<file path="config.mk">
export PLATFORM = sky130hd
export DESIGN_NAME = grid_maze_bfs_path_finder
export DESIGN_NICKNAME = d
export VERILOG_FILES = /design/src/hw/rtl/gmbfs_pkg.sv /design/src/hw/rtl/gmbfs_ctrl.sv /design/src/hw/rtl/gmbfs_dp.sv /design/src/hw/rtl/grid_maze_bfs_path_finder.sv
export SDC_FILE = /design/constraint.sdc
export NUM_CORES = 2
export LEC_CHECK = 0
export BUFFER_PORTS_ARGS = -buffer_cell sky130_fd_sc_hd__buf_2
export CORE_MARGIN = 2
export CORE_UTILIZATION = 50
export CTS_CLUSTER_SIZE = 16
export DETAILED_ROUTE_END_ITERATION = 6
export PLACE_DENSITY = 0.68
export SYNTH_ARGS = -nofsm -noshare
export SYNTH_HDL_FRONTEND = slang
export SYNTH_SLANG_ARGS = --single-unit
export TNS_END_PERCENT = 30
</file>
<file path="constraint.sdc">
create_clock -name clk_i -period 9.3 [get_ports clk_i]
set_input_delay 0.93 -clock clk_i [delete_from_list [all_inputs] [get_ports clk_i]]
set_output_delay 0.93 -clock clk_i [all_outputs]
set_load 0.03 [all_outputs]
</file>
<file path="src/hw/rtl/gmbfs_pkg.sv">
// Shared types, constants and a helper function of the grid maze path finder.
package gmbfs_pkg;

  localparam int unsigned MaxRows    = 8;
  localparam int unsigned MaxCols    = 8;
  localparam int unsigned StoreCells = MaxRows * MaxCols;
  localparam int unsigned CellW      = $clog2(StoreCells);
  localparam int unsigned PtrW       = CellW + 1;
  localparam int unsigned DimW       = 4;

  typedef logic [CellW-1:0] cell_t;
  typedef logic [PtrW-1:0]  ptr_t;
  typedef logic [DimW-1:0]  dim_t;

  typedef enum logic [0:0] {
    KindLoad  = 1'b0,
    KindQuery = 1'b1
  } kind_e;

  typedef enum logic [0:0] {
    RegColumns = 1'b0,
    RegRows    = 1'b1
  } reg_idx_e;

  typedef struct packed {
    logic       kind;
    logic [5:0] load_cell;
    logic       right_wall;
    logic       bottom_wall;
    logic [5:0] start_cell;
    logic [5:0] end_cell;
  } in_word_t;

  typedef struct packed {
    logic [5:0] path_cell;
    logic       found;
    logic       last;
  } out_word_t;

  // Neighbour order follows the search: left, up, right, down.
  typedef enum logic [1:0] {
    DirLeft  = 2'd0,
    DirUp    = 2'd1,
    DirRight = 2'd2,
    DirDown  = 2'd3
  } dir_e;

  // Commands from the controller to the datapath.
  typedef struct packed {
    logic clear_vis;     // clear visited marks, reset queue, enqueue start
    logic load_cur;      // pop queue head into the current cell register
    logic check_nb;      // examine neighbour in direction dir
    dir_e dir;
    logic walk_init;     // begin the walk back at the end cell
    logic walk_step;     // store current walk cell, step to predecessor
    logic emit_init;     // point the emit pointer at the first path cell
    logic emit_step;     // present one path cell
    logic emit_fail;     // present the single not-found word
  } dp_cmd_t;

  // Status from the datapath to the controller.
  typedef struct packed {
    logic range_bad;     // start or end outside the cells in use
    logic queue_empty;
    logic cur_is_end;
    logic walk_at_start;
    logic walk_full;
    logic emit_done;     // the word being read out is the last one
  } dp_stat_t;

  function automatic dim_t clamp_dim(input dim_t v, input dim_t hi);
    dim_t r;
    r = v;
    if (v == '0) r = dim_t'(1);
    else if (v > hi) r = hi;
    return r;
  endfunction

endpackage

</file>
<file path="src/hw/rtl/gmbfs_ctrl.sv">
// Controller state machine that sequences load, search, walk back and emit.
module gmbfs_ctrl import gmbfs_pkg::*; (
  input  logic     clk_i,
  input  logic     rst_ni,
  input  logic     start_i,
  input  in_word_t in_word_i,
  output logic     busy_o,
  output logic     take_o,
  output dp_cmd_t  cmd_o,
  input  dp_stat_t stat_i
);

  typedef enum logic [7:0] {
    StIdle  = 8'b00000001,
    StCheck = 8'b00000010,
    StPop   = 8'b00000100,
    StNb    = 8'b00001000,
    StWalk  = 8'b00010000,
    StEmit0 = 8'b00100000,
    StEmit  = 8'b01000000,
    StFail  = 8'b10000000
  } state_e;

  state_e state_q, state_d;
  dir_e   dir_q, dir_d;

  assign busy_o = (state_q != StIdle);
  assign take_o = start_i && !busy_o;

  always_comb begin
    state_d = state_q;
    dir_d   = dir_q;
    cmd_o   = '0;
    cmd_o.dir = dir_q;
    case (state_q)
      StIdle: begin
        if (take_o && in_word_i.kind == KindQuery) begin
          state_d = StCheck;
        end
      end
      StCheck: begin
        if (stat_i.range_bad) begin
          state_d = StFail;
        end else begin
          cmd_o.clear_vis = 1'b1;
          state_d = StPop;
        end
      end
      StPop: begin
        if (stat_i.queue_empty) begin
          state_d = StFail;
        end else begin
          cmd_o.load_cur = 1'b1;
          dir_d   = DirLeft;
          state_d = StNb;
        end
      end
      StNb: begin
        if (stat_i.cur_is_end) begin
          cmd_o.walk_init = 1'b1;
          state_d = StWalk;
        end else begin
          cmd_o.check_nb = 1'b1;
          dir_d = dir_e'(dir_q + 2'd1);
          if (dir_q == DirDown) state_d = StPop;
        end
      end
      StWalk: begin
        cmd_o.walk_step = 1'b1;
        if (stat_i.walk_at_start || stat_i.walk_full) state_d = StEmit0;
      end
      StEmit0: begin
        cmd_o.emit_init = 1'b1;
        state_d = StEmit;
      end
      StEmit: begin
        cmd_o.emit_step = 1'b1;
        if (stat_i.emit_done) state_d = StIdle;
      end
      StFail: begin
        cmd_o.emit_fail = 1'b1;
        state_d = StIdle;
      end
      default: state_d = StIdle;
    endcase
  end

  always_ff @(posedge clk_i or negedge rst_ni) begin
    if (!rst_ni) begin
      state_q <= StIdle;
      dir_q   <= DirLeft;
    end else begin
      state_q <= state_d;
      dir_q   <= dir_d;
    end
  end

endmodule

</file>
<file path="src/hw/rtl/gmbfs_dp.sv">
// Datapath: wall store, visited marks, queue, predecessor and path memories.
module gmbfs_dp import gmbfs_pkg::*; (
  input  logic      clk_i,
  input  logic      rst_ni,
  input  logic      take_i,
  input  in_word_t  in_word_i,
  input  dim_t      cols_i,
  input  dim_t      rows_i,
  input  dp_cmd_t   cmd_i,
  output dp_stat_t  stat_o,
  output logic      out_valid_o,
  output out_word_t out_word_o
);

  logic [StoreCells-1:0] right_q, bottom_q, vis_q;
  cell_t queue_mem [StoreCells];
  cell_t pred_mem  [StoreCells];
  cell_t path_mem  [StoreCells];

  cell_t start_q, end_q, cur_q, walk_q;
  ptr_t  head_q, tail_q, len_q, eptr_q;
  logic      out_valid_q;
  out_word_t out_word_q;

  dim_t cols, rows;
  ptr_t ncells;
  assign cols   = clamp_dim(cols_i, dim_t'(MaxCols));
  assign rows   = clamp_dim(rows_i, dim_t'(MaxRows));
  assign ncells = ptr_t'(cols * rows);

  // Row and column of the current cell, found by comparing against every row start at once.
  dim_t cur_row, cur_col;
  always_comb begin
    cur_row = '0;
    for (int r = 1; r < MaxRows; r++) begin
      if (cur_q >= cell_t'(r) * cell_t'(cols)) cur_row = dim_t'(r);
    end
    cur_col = dim_t'(cur_q - cell_t'(cur_row) * cell_t'(cols));
  end

  // Neighbour examined this cycle.
  logic  nb_ok;
  cell_t nb;
  always_comb begin
    nb_ok = 1'b0;
    nb    = cur_q;
    case (cmd_i.dir)
      DirLeft: begin
        nb    = cur_q - cell_t'(1);
        nb_ok = (cur_col != '0) && !right_q[nb];
      end
      DirUp: begin
        nb    = cur_q - cell_t'(cols);
        nb_ok = (cur_row != '0) && !bottom_q[nb];
      end
      DirRight: begin
        nb    = cur_q + cell_t'(1);
        nb_ok = (cur_col != cols - dim_t'(1)) && !right_q[cur_q];
      end
      DirDown: begin
        nb    = cur_q + cell_t'(cols);
        nb_ok = (cur_row != rows - dim_t'(1)) && !bottom_q[cur_q];
      end
      default: nb_ok = 1'b0;
    endcase
  end

  logic enq;
  assign enq = cmd_i.check_nb && nb_ok && !vis_q[nb] && (tail_q < ptr_t'(StoreCells));

  assign stat_o.range_bad     = ({1'b0, start_q} >= ncells) || ({1'b0, end_q} >= ncells);
  assign stat_o.queue_empty   = (head_q >= tail_q);
  assign stat_o.cur_is_end    = (cur_q == end_q);
  assign stat_o.walk_at_start = (walk_q == start_q);
  assign stat_o.walk_full     = (len_q == ptr_t'(StoreCells - 1));
  assign stat_o.emit_done     = (eptr_q == ptr_t'(StoreCells - 1));

  // Wall store: valid resets to closed walls.
  always_ff @(posedge clk_i or negedge rst_ni) begin
    if (!rst_ni) begin
      right_q  <= '1;
      bottom_q <= '1;
    end else if (take_i && in_word_i.kind == KindLoad) begin
      right_q[in_word_i.load_cell[CellW-1:0]]  <= in_word_i.right_wall;
      bottom_q[in_word_i.load_cell[CellW-1:0]] <= in_word_i.bottom_wall;
    end
  end

  always_ff @(posedge clk_i or negedge rst_ni) begin
    if (!rst_ni) begin
      vis_q       <= '0;
      head_q      <= '0;
      tail_q      <= '0;
      out_valid_q <= 1'b0;
    end else begin
      out_valid_q <= cmd_i.emit_step || cmd_i.emit_fail;
      if (cmd_i.clear_vis) begin
        vis_q  <= {{(StoreCells-1){1'b0}}, 1'b1} << start_q;
        head_q <= '0;
        tail_q <= ptr_t'(1);
      end else begin
        if (cmd_i.load_cur) head_q <= head_q + ptr_t'(1);
        if (enq) begin
          vis_q[nb] <= 1'b1;
          tail_q    <= tail_q + ptr_t'(1);
        end
      end
    end
  end

  always_ff @(posedge clk_i) begin
    if (take_i) begin
      start_q <= in_word_i.start_cell;
      end_q   <= in_word_i.end_cell;
    end
    if (cmd_i.clear_vis) queue_mem[0] <= start_q;
    else if (enq) begin
      queue_mem[tail_q[CellW-1:0]] <= nb;
      pred_mem[nb] <= cur_q;
    end
    if (cmd_i.load_cur) begin
      cur_q <= queue_mem[head_q[CellW-1:0]];
    end
    if (cmd_i.walk_init) begin
      walk_q <= end_q;
      len_q  <= '0;
    end else if (cmd_i.walk_step) begin
      path_mem[CellW'(StoreCells - 1) - len_q[CellW-1:0]] <= walk_q;
      walk_q <= pred_mem[walk_q];
      len_q  <= len_q + ptr_t'(1);
    end
    if (cmd_i.emit_init) begin
      eptr_q <= ptr_t'(StoreCells) - len_q;
    end else if (cmd_i.emit_step) begin
      eptr_q <= eptr_q + ptr_t'(1);
    end
    if (cmd_i.emit_step) begin
      out_word_q.path_cell <= path_mem[eptr_q[CellW-1:0]];
      out_word_q.found     <= 1'b1;
      out_word_q.last      <= stat_o.emit_done;
    end else if (cmd_i.emit_fail) begin
      out_word_q.path_cell <= '0;
      out_word_q.found     <= 1'b0;
      out_word_q.last      <= 1'b1;
    end
  end

  assign out_valid_o = out_valid_q;
  assign out_word_o  = out_word_q;

endmodule

</file>
<file path="src/hw/rtl/grid_maze_bfs_path_finder.sv">
// Top level of the grid maze breadth-first path finder.
//
//   channel   direction  handshake                 payload
//   command   in         start / busy              in_word_i  (in_word_t)
//   config    in         cfg_valid_i / cfg_ready_o cfg_index_i, cfg_data_i
//   result    out        out_valid_o strobe        out_word_o (out_word_t)
//
// A load does not leave the block busy. A query checks the range, then takes cells
// from the queue and checks their neighbours, one neighbour check a cycle, until it
// takes the end cell; it then walks back along the predecessors, sets up the emit and
// presents one word per path cell, each the cycle after it is read out. An out-of-range
// query goes from the range check straight to its not-found word, as does a query whose
// queue runs empty. Reset sets every wall closed and both dimensions to eight.
// Result words are one-cycle strobes; the receiver cannot stall them.
module grid_maze_bfs_path_finder import gmbfs_pkg::*; (
  input  logic      clk_i,
  input  logic      rst_ni,
  input  logic      start,
  output logic      busy,
  input  in_word_t  in_word_i,
  input  logic      cfg_valid_i,
  output logic      cfg_ready_o,
  input  logic      cfg_index_i,
  input  dim_t      cfg_data_i,
  output logic      out_valid_o,
  output out_word_t out_word_o
);

  dim_t     cols_q, rows_q;
  logic     take;
  dp_cmd_t  cmd;
  dp_stat_t stat;

  assign cfg_ready_o = 1'b1;

  always_ff @(posedge clk_i or negedge rst_ni) begin
    if (!rst_ni) begin
      cols_q <= dim_t'(MaxCols);
      rows_q <= dim_t'(MaxRows);
    end else if (cfg_valid_i) begin
      if (cfg_index_i == RegColumns) cols_q <= cfg_data_i;
      else rows_q <= cfg_data_i;
    end
  end

  gmbfs_ctrl u_ctrl (
    .clk_i, .rst_ni, .start_i(start), .in_word_i, .busy_o(busy),
    .take_o(take), .cmd_o(cmd), .stat_i(stat)
  );

  gmbfs_dp u_dp (
    .clk_i, .rst_ni, .take_i(take), .in_word_i,
    .cols_i(cols_q), .rows_i(rows_q), .cmd_i(cmd), .stat_o(stat),
    .out_valid_o, .out_word_o
  );

endmodule

</file>
==> results.py <==
metrics = {
    "setup_path": {
        "required_ns": 9.68,
        "endpoint_kind": "flip-flop",
        "critPathLaunch": "cols_q[3]$_DFFE_PN1P_",
        "critical_path_class": "reg2reg",
        "cpMaxStageDelayCell": "nor4_1",
        "r2r_start": "cols_q[3]$_DFFE_PN1P_",
        "critPathTopFamily": "adder cells",
        "cp.buffers_inverters": 4,
        "cp.arrival_ns": 9.00,
        "cp-start-kind": "flip-flop",
        "cp_max_fo": 94,
        "worst_path_largest_cell_delay_ns": 1.05,
    },
    "status": {
        "outcome": "complete, no violations",
    },
    "grt": {
        "grt_pass1_wl_mm": 229.9,
        "antenna_found_initial": 2,
        "grt_use_total": 0.2368,
        "grt_max_degree": 146,
        "gr-total-overflow": 0,
        "grt_pass1_vias": 34640,
    },
    "synth": {
        "syn_nets": 3695,
        "synthCells": 3564,
        "async_flop_share": 0.1568,
        "synth-warning-count": 0,
        "synth_area_leader_cell": "edfxtp_1",
        "synth_area_leaders": "edfxtp_1, mux4_2, dfstp_2, dfrtp_1, mux2_2",
        "synth_top_area_share": 0.5650,
        "syn_area_um2": 63250,
        "syn_avg_cell_area_um2": 17.75,
        "ys_ff_latch": 1435,
        "yosys_most_used_dff": "edfxtp_1",
        "ys_seq_area_frac": 0.6630,
        "yosysUniqueCellTypes": 91,
        "synth_edf_count": 1190,
    },
    "timing": {
        "rsz0062_at_grt": "no",
        "hold_viol": 0,
        "finalCritPeriodShare": 0.9268,
        "fin_crit_ns": 8.619,
        "relSlewSlack": 0.1680,
        "whs_ns": 0.1928,
        "worst_pin_slew_ns": 1.246,
        "skew_ns": 0.04958,
        "drv_slew": 0,
        "setup_tns_ns": 0,
        "max_freq_mhz": 116.0,
        "setup_viol": 0,
    },
    "die": {
        "initial_core_util": 0.5037,
        "dieArea_um2": 129400,
        "ioPinCount": 41,
        "die_w_um": 359.7,
        "rows": 130,
        "die_y_um": 359.7,
        "core_area_um2": 125600,
    },
    "power_and_ir_drop": {
        "peakVddDrop_uv": 189.3,
        "leakage_uw": 0.02306,
        "power_density_nw_per_um2": 205.2,
    },
    "run": {
        "maxCapViolCount": 0,
    },
    "cts": {
        "cts_setup_buffers": 0,
        "cts_buffers": 146,
        "cts.htree.levels": 4,
        "cts.clk_slew.worst_paths_ns": 0.06,
        "insertion_delay_ns": 0.78,
        "cts_buffer_depth": 3,
        "cts_hold_buf": 0,
        "tritoncts": "done",
        "cts_root_buffer": "clkbuf_16",
        "cts-resized-gates": 0,
        "cts.sinks": 1435,
    },
    "routing": {
        "firstDrtPassIters": 6,
        "drt-total-wl_mm": 152.2,
        "drt_iter0_drc": 4222,
        "ant_nets": 0,
        "drc": 0,
        "via_per_inst": 6.396,
        "vias": 34340,
        "wl_per_cell_um": 28.33,
    },
    "final_layout": {
        "areaGrowthSynthToFinish_pct": 10.94,
        "final_cell_area_um2": 70160,
        "fin_util": 0.5587,
        "drive_gt1_frac": 0.3130,
        "finalNetCount": 3731,
    },
    "worst_hold_path": {
        "holdCritPathClass": "in2async",
    },
    "placed_design": {
        "io_buffer_count": 39,
        "place_congestion": 0.8324,
        "place_area_um2": 65360,
        "place_hpwl_mm": 94.60,
    },
}
sequential cells by signal (all words and copies together), names as in the netlist, 8 cells and up, named ones only:
name / cells
u_ctrl.state_q: 8
u_dp.bottom_q: 64
u_dp.pred_mem: 384
u_dp.path_mem: 384
u_dp.queue_mem: 384
u_dp.out_word_o: 8
u_dp.vis_q: 64
u_dp.right_q: 64
synthesized netlist by cell type, drive strengths merged, types with 4 or more instances:
cell and count:
edfxtp 1190, mux4 455, mux2 169, nand2 165, clkbuf 160, nor2 136
dfstp 131, nor3 129, a21oi 97, dfrtp 94, ha 89, buf 80
nor4 73, inv 63, nand3 48, o21ai 42, o31ai 36, xnor2 34
o41ai 33, xor2 29, a21o 26, nand2b 22, nor2b 22, dfxtp 20
mux2i 20, and2 15, a211oi 12, fa 12, nor3b 12, nand4 11
or3 11, a31oi 10, or2 9, nand3b 8, nor4b 8, o211ai 8
a221oi 7, and3 7, and3b 6, a2111oi 4, o21a 4
power breakdown:
group	switching (uW)	internal (uW)	leakage (uW)
logic	782	519	0.00721
registers	113	7120	0.0135
clock network	2560	3310	0.00234
logic make-up (layout without fill, tap and decap cells):
logic type / Yosys count / in the layout / share of synthesized area
AOI/OAI and AO/OA: 323 / 323 / 0.03638
xor gates and xnor gates: 64 / 64 / 0.009199
adders and majority gates: 102 / 102 / 0.02156
and+or+nand+nor: 689 / 689 / 0.05476
DFF: 1435 / 1435 / 0.6630
muxes: 644 / 644 / 0.1953
other: 1 / 2 / 0.00005929
buffers and inverters: 306 / 461 / 0.01980
through the flow:
step	setup slack [ns]	power [uW]	std cells
after floorplan	0.08534	8221	3564
after global routing	0.05966	14870	5369
after CTS	0.7087	14480	5369
after global placement	0.9602	8632	5102
final	0.6808	14400	5370
after detailed placement	0.6766	8655	5102
per-layer routing:
metal	vias up	track usage	wire, um
met1	18000	0.3552	65470
met5	-	0	141
met3	222	0.04319	11980
met2	1577	0.3618	71400
met4	4	0.05915	3171
li1	14550	-	-
cells in the final DEF (no fill, tap or decap), types with 20 or more instances in the layout:
cell type  instances
a21o_1            25
a21oi_1           97
buf_2             38
buf_4             84
clkbuf_1          29
clkbuf_16        146
clkinv_1          20
clkinv_2          28
dfrtp_1           91
dfstp_2          131
edfxtp_1        1190
ha_1              89
inv_1             61
mux2_2           169
mux4_2           455
nand2_1          165
nand2b_1          22
nand3_1           48
nor2_1           135
nor2b_1           22
nor3_1           128
nor4_1            73
o21ai_0           40
o31ai_1           34
o41ai_1           22
xnor2_1           34
xor2_1            28
final timing paths:
path / to / cells past startpoint / slack, ns
min in group clk_i: u_dp.start_q[0]$_DFFE_PP_ / 1 / 0.33
worst max-delay path: u_dp.pred_mem[28][5]$_DFFE_PP_ / 27 / 0.68
worst min-delay path: u_dp.head_q[0]$_DFFE_PN0P_ / 1 / 0.19
worst max register to register: u_dp.pred_mem[28][5]$_DFFE_PP_ / 27 / 0.68
max in group asynchronous: u_dp.out_valid_o$_DFF_PN0_ / 2 / 7.87
worst min register to register: u_dp.vis_q[30]$_DFFE_PN0P_ / 2 / 0.49
final cells by class:
type                       instances  area [um2]
clock inverter                    82       902.1
timing repair buffer             128       935.9
antenna                            1       2.502
inverter                          66       247.7
multi-input combinational       1823       20150
tap                             1650        2064
clock buffer                     185        3900
fill                            9564       55410
sequential                      1435       41960
No activity file was read; power rests on OpenSTA's default activity.
